## src/design/assert_macros.svh

```systemverilog
// Assertion helpers; empty under synthesis.
`ifndef ASSERT_MACROS_SVH
`define ASSERT_MACROS_SVH
`ifndef SYNTHESIS
`define ASSERT_CLK(lbl, prop, msg) \
  lbl: assert property (@(posedge clk) disable iff (!rst_n) prop) else $error(msg);
`define ASSERT_NEVER(lbl, expr, msg) \
  `ASSERT_CLK(lbl, !(expr), msg)
`else
`define ASSERT_CLK(lbl, prop, msg)
`define ASSERT_NEVER(lbl, expr, msg)
`endif
`endif

```

## src/design/bpa_pkg.sv

```systemverilog
package bpa_pkg;

  localparam int ORD_W  = 4;
  localparam int IDX_W  = 12;
  localparam int STAT_W = 2;
  localparam int MODE_W = 2;
  localparam int CNT_W  = 13;

  localparam logic [CNT_W-1:0] PAGE_COUNT_RST = 13'd4096;

  localparam logic [MODE_W-1:0] MODE_ALLOC = 2'd0;
  localparam logic [MODE_W-1:0] MODE_FREE  = 2'd1;
  localparam logic [MODE_W-1:0] MODE_SEED  = 2'd2;
  localparam logic [MODE_W-1:0] MODE_NONE  = 2'd3;

  localparam logic [STAT_W-1:0] ST_DONE    = 2'd0;
  localparam logic [STAT_W-1:0] ST_NOSPACE = 2'd1;
  localparam logic [STAT_W-1:0] ST_BADORD  = 2'd2;

  typedef enum logic [2:0] {
    K_NOP   = 3'd0,
    K_ERR   = 3'd1,
    K_ALLOC = 3'd2,
    K_FREE  = 3'd3,
    K_SEED  = 3'd4
  } kind_t;

  typedef struct packed {
    kind_t              kind;
    logic [ORD_W-1:0]   order;
    logic [IDX_W-1:0]   idx;
  } item_t;

  typedef struct packed {
    logic clearing;
    logic busy;
  } back_stat_t;

endpackage

```

## src/design/bpa_if.sv

```systemverilog
interface bpa_in_if;
  logic                      valid;
  logic                      ready;
  logic [bpa_pkg::MODE_W-1:0] mode;
  logic [bpa_pkg::ORD_W-1:0]  order;
  logic [bpa_pkg::IDX_W-1:0]  first_page;

  modport source (output valid, output mode, output order, output first_page, input ready);
  modport sink (input valid, input mode, input order, input first_page, output ready);
endinterface


```

## src/design/bpa_front.sv

```systemverilog
module bpa_front #(
  parameter int NUM_PAGES  = 4096,
  parameter int NUM_ORDERS = 11
) (
  input  logic            clk,
  input  logic            rst_n,
  bpa_in_if.sink          in_ch,
  input  logic            hold,
  output logic            q_valid,
  output bpa_pkg::item_t  q_item,
  input  logic            q_pop
);

  localparam int QD = 2;

  bpa_pkg::item_t cls;
  bpa_pkg::item_t q_mem_r [QD];
  logic           wr_r, wr_nxt;
  logic           rd_r, rd_nxt;
  logic [1:0]     cnt_r, cnt_nxt;
  logic           push;
  logic           ord_bad;
  logic           idx_bad;

  // classify the incoming beat
  assign ord_bad = {1'b0, in_ch.order} >= 5'(NUM_ORDERS);
  assign idx_bad = int'(in_ch.first_page) >= NUM_PAGES;

  always_comb begin
    cls.order = in_ch.order;
    cls.idx   = in_ch.first_page;
    cls.kind  = bpa_pkg::K_NOP;
    if (in_ch.mode == bpa_pkg::MODE_NONE) begin
      cls.kind = bpa_pkg::K_NOP;
    end else if (ord_bad) begin
      cls.kind = bpa_pkg::K_ERR;
    end else begin
      unique case (in_ch.mode)
        bpa_pkg::MODE_ALLOC: cls.kind = bpa_pkg::K_ALLOC;
        bpa_pkg::MODE_FREE:  cls.kind = idx_bad ? bpa_pkg::K_NOP : bpa_pkg::K_FREE;
        bpa_pkg::MODE_SEED:  cls.kind = idx_bad ? bpa_pkg::K_NOP : bpa_pkg::K_SEED;
        default:             cls.kind = bpa_pkg::K_NOP;
      endcase
    end
  end

  // two-entry queue toward the back end
  assign in_ch.ready = (cnt_r != 2'(QD)) && !hold;
  assign push        = in_ch.valid && in_ch.ready;
  assign q_valid     = cnt_r != 2'd0;
  assign q_item      = q_mem_r[rd_r];

  always_comb begin
    wr_nxt  = push  ? ~wr_r : wr_r;
    rd_nxt  = q_pop ? ~rd_r : rd_r;
    cnt_nxt = cnt_r + 2'(push) - 2'(q_pop);
  end

  always_ff @(posedge clk) begin
    if (push) begin
      q_mem_r[wr_r] <= cls;
    end
  end

  always_ff @(posedge clk) begin
    if (!rst_n) begin
      wr_r  <= 1'b0;
      rd_r  <= 1'b0;
      cnt_r <= 2'd0;
    end else begin
      wr_r  <= wr_nxt;
      rd_r  <= rd_nxt;
      cnt_r <= cnt_nxt;
    end
  end

endmodule

```

## src/flat_wrapper.sv

```systemverilog
// flat-port wrapper written by rule: the top's interface ports become plain ports
module bpa_front_flat 
#(
  parameter int NUM_PAGES  = 4096,
  parameter int NUM_ORDERS = 11
)
  (clk, rst_n, hold, q_valid, q_item, q_pop, in_ch_valid, in_ch_mode, in_ch_order, in_ch_first_page, in_ch_ready);
  bpa_in_if in_ch_i ();
  input  logic clk;
  input  logic rst_n;
  input  logic hold;
  output logic q_valid;
  output bpa_pkg::item_t q_item;
  input  logic q_pop;
  input wire logic [$bits(in_ch_i.valid)-1:0] in_ch_valid;
  input wire logic [$bits(in_ch_i.mode)-1:0] in_ch_mode;
  input wire logic [$bits(in_ch_i.order)-1:0] in_ch_order;
  input wire logic [$bits(in_ch_i.first_page)-1:0] in_ch_first_page;
  output wire logic [$bits(in_ch_i.ready)-1:0] in_ch_ready;
  assign in_ch_i.valid = in_ch_valid;
  assign in_ch_i.mode = in_ch_mode;
  assign in_ch_i.order = in_ch_order;
  assign in_ch_i.first_page = in_ch_first_page;
  assign in_ch_ready = in_ch_i.ready;
  bpa_front #(.NUM_PAGES(NUM_PAGES), .NUM_ORDERS(NUM_ORDERS)) u_core (.clk(clk), .rst_n(rst_n), .in_ch(in_ch_i), .hold(hold), .q_valid(q_valid), .q_item(q_item), .q_pop(q_pop));
endmodule
```

## config.mk

```make
export PLATFORM = sky130hd
export DESIGN_NAME = bpa_front_flat
export DESIGN_NICKNAME = d
export VERILOG_FILES = /design/src/design/assert_macros.svh /design/src/design/bpa_pkg.sv /design/src/design/bpa_if.sv /design/src/design/bpa_front.sv /design/src/flat_wrapper.sv
export SDC_FILE = /design/constraint.sdc
export NUM_CORES = 1
export LEC_CHECK = 0
export BUFFER_PORTS_ARGS = -buffer_cell sky130_fd_sc_hd__clkbuf_2
export CORE_ASPECT_RATIO = 2
export CORE_MARGIN = 1.5
export CORE_UTILIZATION = 51
export CTS_CLUSTER_SIZE = 25
export DETAILED_ROUTE_END_ITERATION = 16
export PLACE_DENSITY = 0.76
export SLEW_MARGIN = 10
export SYNTH_ARGS = -nofsm -noshare
export SYNTH_HDL_FRONTEND = slang
export SYNTH_SLANG_ARGS = --single-unit
```

## constraint.sdc

```tcl
create_clock -name clk -period 1.8 [get_ports clk]
set_input_delay 0.36 -clock clk [delete_from_list [all_inputs] [get_ports clk]]
set_output_delay 0.36 -clock clk [all_outputs]
set_load 0.005 [all_outputs]
```

==> results.md, run 1 <==
* Status: finished clean
* Setup violators final at 0
* Diodes inserted at 0
* P_leak at 0.821 nW
* Count of state elements after synthesis at 43
* Worst endpoint data arrival time at 1.30 ns
* DRC viols at 0
* Share of post-route cells with drive strength above 1 at 0.536
* Worst Path Buf+Inv at 2
* Required time of the critical path at 1.44 ns
* Final hold viol count at 0
* Max Clk Rate at 0.602 GHz
* Clk_skew at 0.00148 ns
* Area Growth Syn to Fin at 18.8%
* Netlist cell types at 23
* Tmin final at 1.66 ns
* Io pins at 44
* Largest net degree at the start of global routing at 20
* Critical-path maximum fanout at 19
* Routed Antenna Nets at 0
* Post-CTS resize count at 0
* Synth warn at 0
* Syn_nets at 115
* GRT overflow at 0
* H-tree depth at 2
* Die area at 3750 um2
* Total Routed Length at 2480 um
* Root Buffer Master: clkbuf_8
* Worst-path cell chain: buf_12 > mux2_2 > clkbuf_2
* Gr usage total at 0.149
* Hold endpoint: u_core.q_mem_r[0][2]
* TritonCTS Buffers at 5
* First-pass GRT wire length at 3910 um
* Skew-Pair Late Insertion Delay at 0.28 ns
* Max-slew violation count at 0
* Hold WS at 0.263 ns
* Final Util at 0.641
* Worst hold stages at 1
* Flop2flop setup slack at 0.27 ns
* Die Wd at 44.1 um
* Slowest stage delay, CP at 0.36 ns
* Post-CTS setup buffers at 0
* Core ar. at 3190 um2
* Cells after Synth at 90
* CTS tree: built
* Critical path class: register to output pin
* Worst path top cell family by delay: flip-flops
* Clock Pin Slew Worst Setup and Hold Paths at 0.07 ns
* MaxCap Viol Count at 0
* Synthesized area at 1720 um2
* RR Endpoint: u_core.q_mem_r[1][7]
* RD Place Congestion at 0.682
* Synth Area per Inst at 19.1 um2
* Hold Buf Count CTS at 0
* Via count at 902
* RSZ-0062 raised after global routing: no
* Slowest CP cell: dfxtp_1
* Critical Path End Type: output pin
* Relative slew slack at 0.698
* Via-to-Cell Ratio at 5.27
* Site Rows at 29
* Hold WC Path Type: primary input to register
* Tcrit/Tclk final at 0.923
* Worst Tran Pin Value at 0.454 ns
* PwrDens at 1000 nW/um2
* Vias in the first global route at 934
* Initial Utilization at 0.539
* Clock buffer depth at 2
* Min-delay src: in_ch_first_page[2]
* Reg2Reg Depth at 3
* DRT Pass-1 Iters at 4
* Net count of the finished layout at 164
* Die span in y at 85.2 um
* Worst reg2reg startpoint: u_core.cnt_r[1]
* Sequential area share after synthesis at 0.721
* DR iter-0 viols at 26
* Crit start category: register
* Port bufs at 43
* Average routed wire per standard cell at 14.5 um
* Peak supply drop at 0.000702 V
* Clock Sinks at 43
* Setup TNS at 0 ns
* Antenna violations before repair at 0
registers in the layout, indices dropped and copies added (netlist names), named ones only:
signal,count
u_core.cnt_r,2
u_core.q_mem_r,38
u_core.rd_r,1
u_core.wr_r,1
placed cells by master, fill, tap and decap left out, drive strengths merged, types with 2 or more instances in the layout:
| master | n |
|---|---|
| and2 | 5 |
| xnor2 | 2 |
| inv | 3 |
| ha | 2 |
| mux2 | 20 |
| nor2b | 2 |
| clkbuf | 50 |
| nor2 | 2 |
| edfxtp | 38 |
| dfxtp | 5 |
synth_stat cells (all sizes together):
master	number	area share
and2b	1	0.0051
and2	5	0.019
nor3b	1	0.011
ha	2	0.015
nor2b	2	0.012
mux2	20	0.15
dfxtp	5	0.058
or2	1	0.0036
a21oi	1	0.0029
nor3	1	0.0029
xnor2	2	0.010
edfxtp	38	0.66
buf	2	0.018
nand2b	1	0.0036
mux2i	1	0.0058
inv	3	0.0065
xor2	1	0.0051
nand2	1	0.0022
nor2	2	0.0044
report_power, final:
group	internal (mW)	switching, mW
logic	0.177	0.136
clock network	0.272	0.283
registers	1.16	0.0271
metrics by stage:
stage               cells  cell area, um2  total power [mW]  worst slack, ns
floorplan              90            1720              1.41            0.415
global placement      163            1960              1.51            0.258
global route          171            2050              2.15           0.0875
detailed placement    163            1960              1.53            0.192
finish                171            2050              2.06            0.139
CTS                   171            2050              2.08            0.117
layer usage:
metal | part of all wire | global-route usage
met5 | 0 | 0
met4 | 0.024 | 0.0826
met3 | 0.063 | 0.0511
met2 | 0.57 | 0.277
met1 | 0.34 | 0.126
area by class of cell:
cell class	count	area (um2)
Inverter	3	11.3
Sequential cell	43	1240
Clock buffer	7	76.3
Clock inverter	1	5.00
Tap cell	31	38.8
Multi-Input combinational cell	42	438
Timing Repair Buffer	44	235
Fill cell	251	1150
worst register-to-register path, stage by stage (launching register included):
cell and delay (ns):
dfxtp_1 0.33, nor2b_4 0.14, nor3b_4 0.23, and2_2 0.48
worst max-delay path by stage:
stage                                       end  cells past startpoint  slack [ns]
after global routing                 q_item[15]                      3        0.09
after CTS                            q_item[17]                      3        0.12
after detailed placement  u_core.q_mem_r[1][11]                      3        0.19
final                                q_item[17]                      3        0.14
after global placement    u_core.q_mem_r[1][11]                      3        0.26
after floorplan                 u_core.cnt_r[1]                      7        0.42
logic make-up (layout without fill, tap and decap cells):
family                   count (synthesis)  after routing  share of synthesized area
adder cells (fa/ha/maj)                  2              2                     0.0145
buffers and inverters                    5             55                     0.0247
AND/OR/NAND/NOR                         15             15                     0.0632
AO/OA/AOI/OAI                            1              1                    0.00290
XOR/XNOR                                 3              3                     0.0153
multiplexers                            21             21                      0.158
flip-flops                              43             43                      0.721
Note: power is estimated with default switching activity, not from simulation.
==> inputs of run 2 (changes only) <==
--- a/config.mk
+++ b/config.mk
@@ -8,10 +8,10 @@
 export BUFFER_PORTS_ARGS = -buffer_cell sky130_fd_sc_hd__clkbuf_2
 export CORE_ASPECT_RATIO = 2
 export CORE_MARGIN = 1.5
-export CORE_UTILIZATION = 51
+export CORE_UTILIZATION = 46
 export CTS_CLUSTER_SIZE = 25
 export DETAILED_ROUTE_END_ITERATION = 16
-export PLACE_DENSITY = 0.76
+export PLACE_DENSITY = 0.73
 export SLEW_MARGIN = 10
 export SYNTH_ARGS = -nofsm -noshare
 export SYNTH_HDL_FRONTEND = slang
==> constraint.sdc (replaced) <==
create_clock -name clk -period 1.45 [get_ports clk]
set_input_delay 0.29 -clock clk [delete_from_list [all_inputs] [get_ports clk]]
set_output_delay 0.29 -clock clk [all_outputs]
set_load 0.005 [all_outputs]
==> results.md, run 2 (same netlist as run 1, synthesis figures left out) <==
* TritonCTS Buffers at 5
* Max-slew violation count at 0
* CTS tree: built
* Largest net degree at the start of global routing at 20
* Vias in the first global route at 901
* H-tree depth at 2
* Worst Tran Pin Value at 0.226 ns
* Die span in y at 89.5 um
* Via count at 923
* Critical path class: register to output pin
* Diodes inserted at 0
* DR iter-0 viols at 12
* Worst Path Buf+Inv at 2
* Setup ws final at -0.105 ns
* Total Routed Length at 2550 um
* Area Growth Syn to Fin at 28.3%
* Initial Utilization at 0.477
* Via-to-Cell Ratio at 4.76
* Worst path top cell family by delay: flip-flops
* RSZ-0062 raised after global routing: yes
* Tcrit/Tclk final at 1.07
* Share of post-route cells with drive strength above 1 at 0.593
* Status: finished, violations left
* Hold WC Path Type: primary input to register
* Clk_skew at 0.00451 ns
* DRT Pass-1 Iters at 4
* Port bufs at 43
* Slowest stage delay, CP at 0.39 ns
* Worst-path cell chain: buf_12 > mux2_2 > clkbuf_2
* Peak supply drop at 0.00107 V
* GRT overflow at 0
* Placed Area at 2030 um2
* Critical-path maximum fanout at 10
* MaxCap Viol Count at 0
* PnR Total Power at 2.80 mW
* Max Clk Rate at 0.643 GHz
* First-pass GRT wire length at 3730 um
* Regs by FF count: u_core.q_mem_r x38, u_core.cnt_r x2
* Reg with most FFs: u_core.q_mem_r
* P_leak at 0.892 nW
* Gr usage total at 0.134
* Die Wd at 46.3 um
* Post-Place Worst Slack at -0.0622 ns
* Crit start category: register
* Clock buffer depth at 2
* Site Rows at 31
* Root Buffer Master: clkbuf_8
* Die area at 4140 um2
* Max FFs per register at 38
* Met2 WL post-DR at 1620 um
* Clock Sinks at 43
* PwrDens at 1270 nW/um2
* Critical Path End Type: output pin
* Io pins at 44
* Worst endpoint data arrival time at 1.26 ns
* Most common cell after layout, fill and taps aside: clkbuf_2
* Setup violators final at 19
* Net count of the finished layout at 169
* Wl on met1 at 762 um
* Failing checks: negative setup slack
* Routed Antenna Nets at 0
* DPL Wire Length at 1900 um
* Routed met3 length at 123 um
* Post-layout instance area at 2210 um2
* Slowest CP cell: dfxtp_4
* RD Place Congestion at 0.669
* Max Used Layer: met4
* Tmin final at 1.55 ns
* Core ar. at 3610 um2
* Required time of the critical path at 1.16 ns
* Clock Pin Slew Worst Setup and Hold Paths at 0.08 ns
* Average routed wire per standard cell at 13.2 um
* Setup TNS at -1.34 ns
* Skew-Pair Late Insertion Delay at 0.28 ns
* Relative slew slack at 0.849
* Final hold viol count at 0
* DRC viols at 0
* Antenna violations before repair at 0
* Most frequent cells in the layout: clkbuf_2 (43), edfxtp_1 (38), mux2_4 (14), mux2_2 (6), clkbuf_8 (5)
-- run 2: cell count changes in the layout (fill, tap and decap cells not counted), moves of 2 or more --
cell and change:
buf_4 +2, buf_12 +2, dfxtp_2 +2, dfxtp_1 -3, clkbuf_1 -2, mux2_4 +4
mux2_2 -4
-- run 2: layer usage --
| layer | up-vias | track usage |
|---|---|---|
| li1 | 444 | - |
| met1 | 443 | 0.0908 |
| met2 | 32 | 0.274 |
| met3 | 4 | 0.0485 |
| met4 | 0 | 0.0623 |
| met5 | - | 0 |
-- run 2: worst register-to-register path, cell delays in order, from the launching register on --
cell,delay [ns]
dfxtp_2,0.33
nor2b_4,0.13
nor3b_4,0.25
ha_2,0.24
xnor2_2,0.12
xnor2_1,0.12
and2_1,0.13
-- run 2: path summary, 6_finish.rpt --
check / start / endpoint / slack [ns] / depth (start not counted)
min: in_ch_first_page[0] / u_core.q_mem_r[1][0] / 0.19 / 1
min reg2reg: u_core.wr_r / u_core.wr_r / 0.48 / 2
max: register / q_item[0] / -0.10 / 3
max reg2reg: u_core.cnt_r[1] / u_core.cnt_r[1] / 0.06 / 6
-- run 2: cell type report --
cell class | instances | area, um2
Clock inverter | 3 | 38.8
Multi-Input combinational cell | 42 | 463
Timing Repair Buffer | 49 | 318
Inverter | 3 | 11.3
Fill cell | 279 | 1400
Clock buffer | 5 | 68.8
Tap cell | 49 | 61.3
Sequential cell | 43 | 1250
-- run 2: where the power goes --
part / total (mW) / switching, mW / leakage (nW) / internal [mW]
Combinational: 0.460 / 0.181 / 0.445 / 0.280
Clock: 0.860 / 0.357 / 0.0556 / 0.503
Sequential: 1.48 / 0.0366 / 0.391 / 1.44
Total: 2.80 / 0.574 / 0.892 / 2.23
-- run 2: timing repair --
action / 4_1_cts / 5_1_grt
gates resized for setup: 8 / 3
endpoints found under the setup margin: 20 / 51
hold buffers: 0 / 0
cloned: 1 / 0
pin swaps: 0 / 4
setup buffers: 0 / 2
-- run 2: stage by stage --
| stage | hold WS (ns) | instances | utilization |
|---|---|---|---|
| global route | 0.173 | 194 | 0.612 |
| CTS | 0.177 | 192 | 0.606 |
| finish | 0.190 | 194 | 0.612 |
| detailed placement | 0.479 | 183 | 0.562 |
| global placement | 0.456 | 183 | 0.562 |
| floorplan | 0.389 | 90 | - |
==> inputs of run 3 (changes only) <==
--- a/config.mk
+++ b/config.mk
@@ -5,6 +5,7 @@
 export SDC_FILE = /design/constraint.sdc
 export NUM_CORES = 1
 export LEC_CHECK = 0
+export ABC_AREA = 1
 export BUFFER_PORTS_ARGS = -buffer_cell sky130_fd_sc_hd__clkbuf_2
 export CORE_ASPECT_RATIO = 2
 export CORE_MARGIN = 1.5
==> results.md, run 3 <==
* Most numerous cell in the Yosys netlist: edfxtp_1
* DR iter-0 viols at 17
* Largest area contributor in the netlist: edfxtp_1
* Synthesized area at 1720 um2
* RD Place Congestion at 0.679
* Skew-Pair Late Insertion Delay at 0.29 ns
* Worst reg2reg startpoint: u_core.cnt_r[0]
* Largest net degree at the start of global routing at 20
* Die Wd at 46.2 um
* Hold WS at 0.186 ns
* Post-synth top area share at 0.665
* Critical Path End Type: output pin
* DRT Pass-1 Iters at 3
* Reg with most FFs: u_core.q_mem_r
* Largest cells by area after synthesis: edfxtp_1 (67%), mux2_4 (8.8%), mux2_2 (5.9%)
* Max-slew violation count at 0
* Site Rows at 31
* Net count of the finished layout at 185
* Antenna violations before repair at 0
* Critical path class: register to output pin
* Gr usage total at 0.146
* RR Endpoint: u_core.cnt_r[1]
* Diodes inserted at 0
* Most frequent cells in the layout: clkbuf_2 (43), edfxtp_1 (38), mux2_4 (19), nand2_1 (13), inv_1 (12)
* Most common cell after layout, fill and taps aside: clkbuf_2
* Io pins at 44
* Via count at 988
* Ys flop type: edfxtp_1
* Initial Utilization at 0.476
* Setup TNS at -1.66 ns
* Crit start category: register
* Synth warn at 0
* Failing checks: negative setup slack
* Reg2Reg Depth at 8
* Count of state elements after synthesis at 43
* Hold Buf Count CTS at 0
* TritonCTS Buffers at 5
* Final hold viol count at 0
* Status: finished, violations left
* Area Growth Syn to Fin at 29.7%
* MaxCap Viol Count at 0
* DRC viols at 0
* Clock buffer depth at 2
* Die area at 4130 um2
* First-pass GRT wire length at 4100 um
* Synth Area per Inst at 16.0 um2
* Worst hold stages at 1
* Max Clk Rate at 0.642 GHz
* Syn_nets at 132
* Routed Antenna Nets at 0
* Setup violators final at 19
* DPL Wire Length at 2020 um
* Root Buffer Master: clkbuf_8
* Tmin final at 1.56 ns
* Post-synth EDFFs at 38
* PnR Total Power at 2.68 mW
* CTS tree: built
* Worst Tran Pin Value at 0.366 ns
* Peak supply drop at 0.00104 V
* Relative slew slack at 0.754
* Average routed wire per standard cell at 13.5 um
* Clock Sinks at 43
* Max FFs per register at 38
* Setup ws final at -0.107 ns
* Port bufs at 43
* RSZ-0062 raised after global routing: yes
* Hold WC Path Type: primary input to register
* Regs by FF count: u_core.q_mem_r x38, u_core.cnt_r x2
* H-tree depth at 2
* Clk_skew at 0.00516 ns
* Number of fill cells at 286
* GRT overflow at 0
* Total Routed Length at 2840 um
* PwrDens at 1210 nW/um2
* Netlist cell types at 15
* Sequential area share after synthesis at 0.724
* Ys async rst share at 0
* Hold endpoint: u_core.q_mem_r[0][2]
* Via-to-Cell Ratio at 4.70
* Share of post-route cells with drive strength above 1 at 0.484
* Tcrit/Tclk final at 1.07
* Clock Pin Slew Worst Setup and Hold Paths at 0.08 ns
* Worst endpoint data arrival time at 1.27 ns
* P_leak at 0.961 nW
* Vias in the first global route at 1005
* Final Util at 0.617
* Die span in y at 89.4 um
* Critical-path maximum fanout at 5
* Min-delay src: in_ch_first_page[2]
* Required time of the critical path at 1.16 ns
* Top cells by count, synth: edfxtp_1 (38), inv_1 (13), nand2_1 (13)
* Cells after Synth at 107
* Flop2flop setup slack at 0.11 ns
* Core ar. at 3610 um2
-- run 3: cell types whose count changed after synthesis, moves of 2 or more --
cell | before | now
nand2_1 | 1 | 13
inv_1 | 3 | 13
nor2_1 | 2 | 8
and2_1 | 4 | 0
nand3_1 | 0 | 2
xnor2_1 | 2 | 0
-- run 3: metal layers --
layer  up-vias  global-route usage  routed length, um
met5         -                   0                  0
met4         0              0.0701                 56
li1        482                   -                  -
met3         5              0.0465                134
met1       469               0.101                874
met2        32               0.299               1770
-- run 3: metrics by stage --
step                setup WS, ns  instances  cell area, um2
global route              -0.146        210            2220
CTS                       -0.124        209            2170
global placement           0.174        200            2020
detailed placement        0.0785        200            2020
floorplan                0.00725        107            1720
finish                    -0.107        210            2220
-- run 3: critical path: stages (launching register included) --
cell and delay, ns:
dfxtp_4 0.41, clkbuf_16 0.16, mux2_4 0.30, clkbuf_2 0.11
-- run 3: timing repair --
action	in CTS	in global routing
buffers inserted	0	0
cloned	1	1
endpoints found under the setup margin	19	20
hold endpoints to repair	0	0
resized for setup	5	9
-- run 3: power breakdown --
part	total, mW	leakage (nW)	switching (mW)	internal, mW
clock network	0.878	0.0556	0.375	0.504
logic	0.359	0.515	0.161	0.198
registers	1.44	0.391	0.0274	1.42
-- run 3: cell families (layout without fill, tap and decap cells) --
family / count (synthesis) / count (layout) / synth area share
buffers and inverters: 15 / 69 / 0.0467
DFF: 43 / 43 / 0.724
and+or+nand+nor: 24 / 24 / 0.0554
muxes: 19 / 19 / 0.147
adders and majority gates: 2 / 2 / 0.0146
AOI/OAI and AO/OA: 4 / 4 / 0.0131
-- run 3: worst max-delay path by stage --
stage | end | cells after the start
after floorplan | u_core.q_mem_r[0][0] | 4
after global placement | u_core.cnt_r[1] | 8
after detailed placement | u_core.cnt_r[1] | 8
after CTS | q_item[18] | 3
after global routing | q_item[0] | 3
final | q_item[0] | 3
-- run 3: cell type report --
class | instances | area [um2] | share of cell area
Sequential cell | 43 | 1240 | 0.560
Clock buffer | 5 | 68.8 | 0.0309
Timing Repair Buffer | 48 | 328 | 0.147
Inverter | 13 | 48.8 | 0.0219
Multi-Input combinational cell | 49 | 434 | 0.195
Tap cell | 49 | 61.3 | 0.0276
Clock inverter | 3 | 38.8 | 0.0174
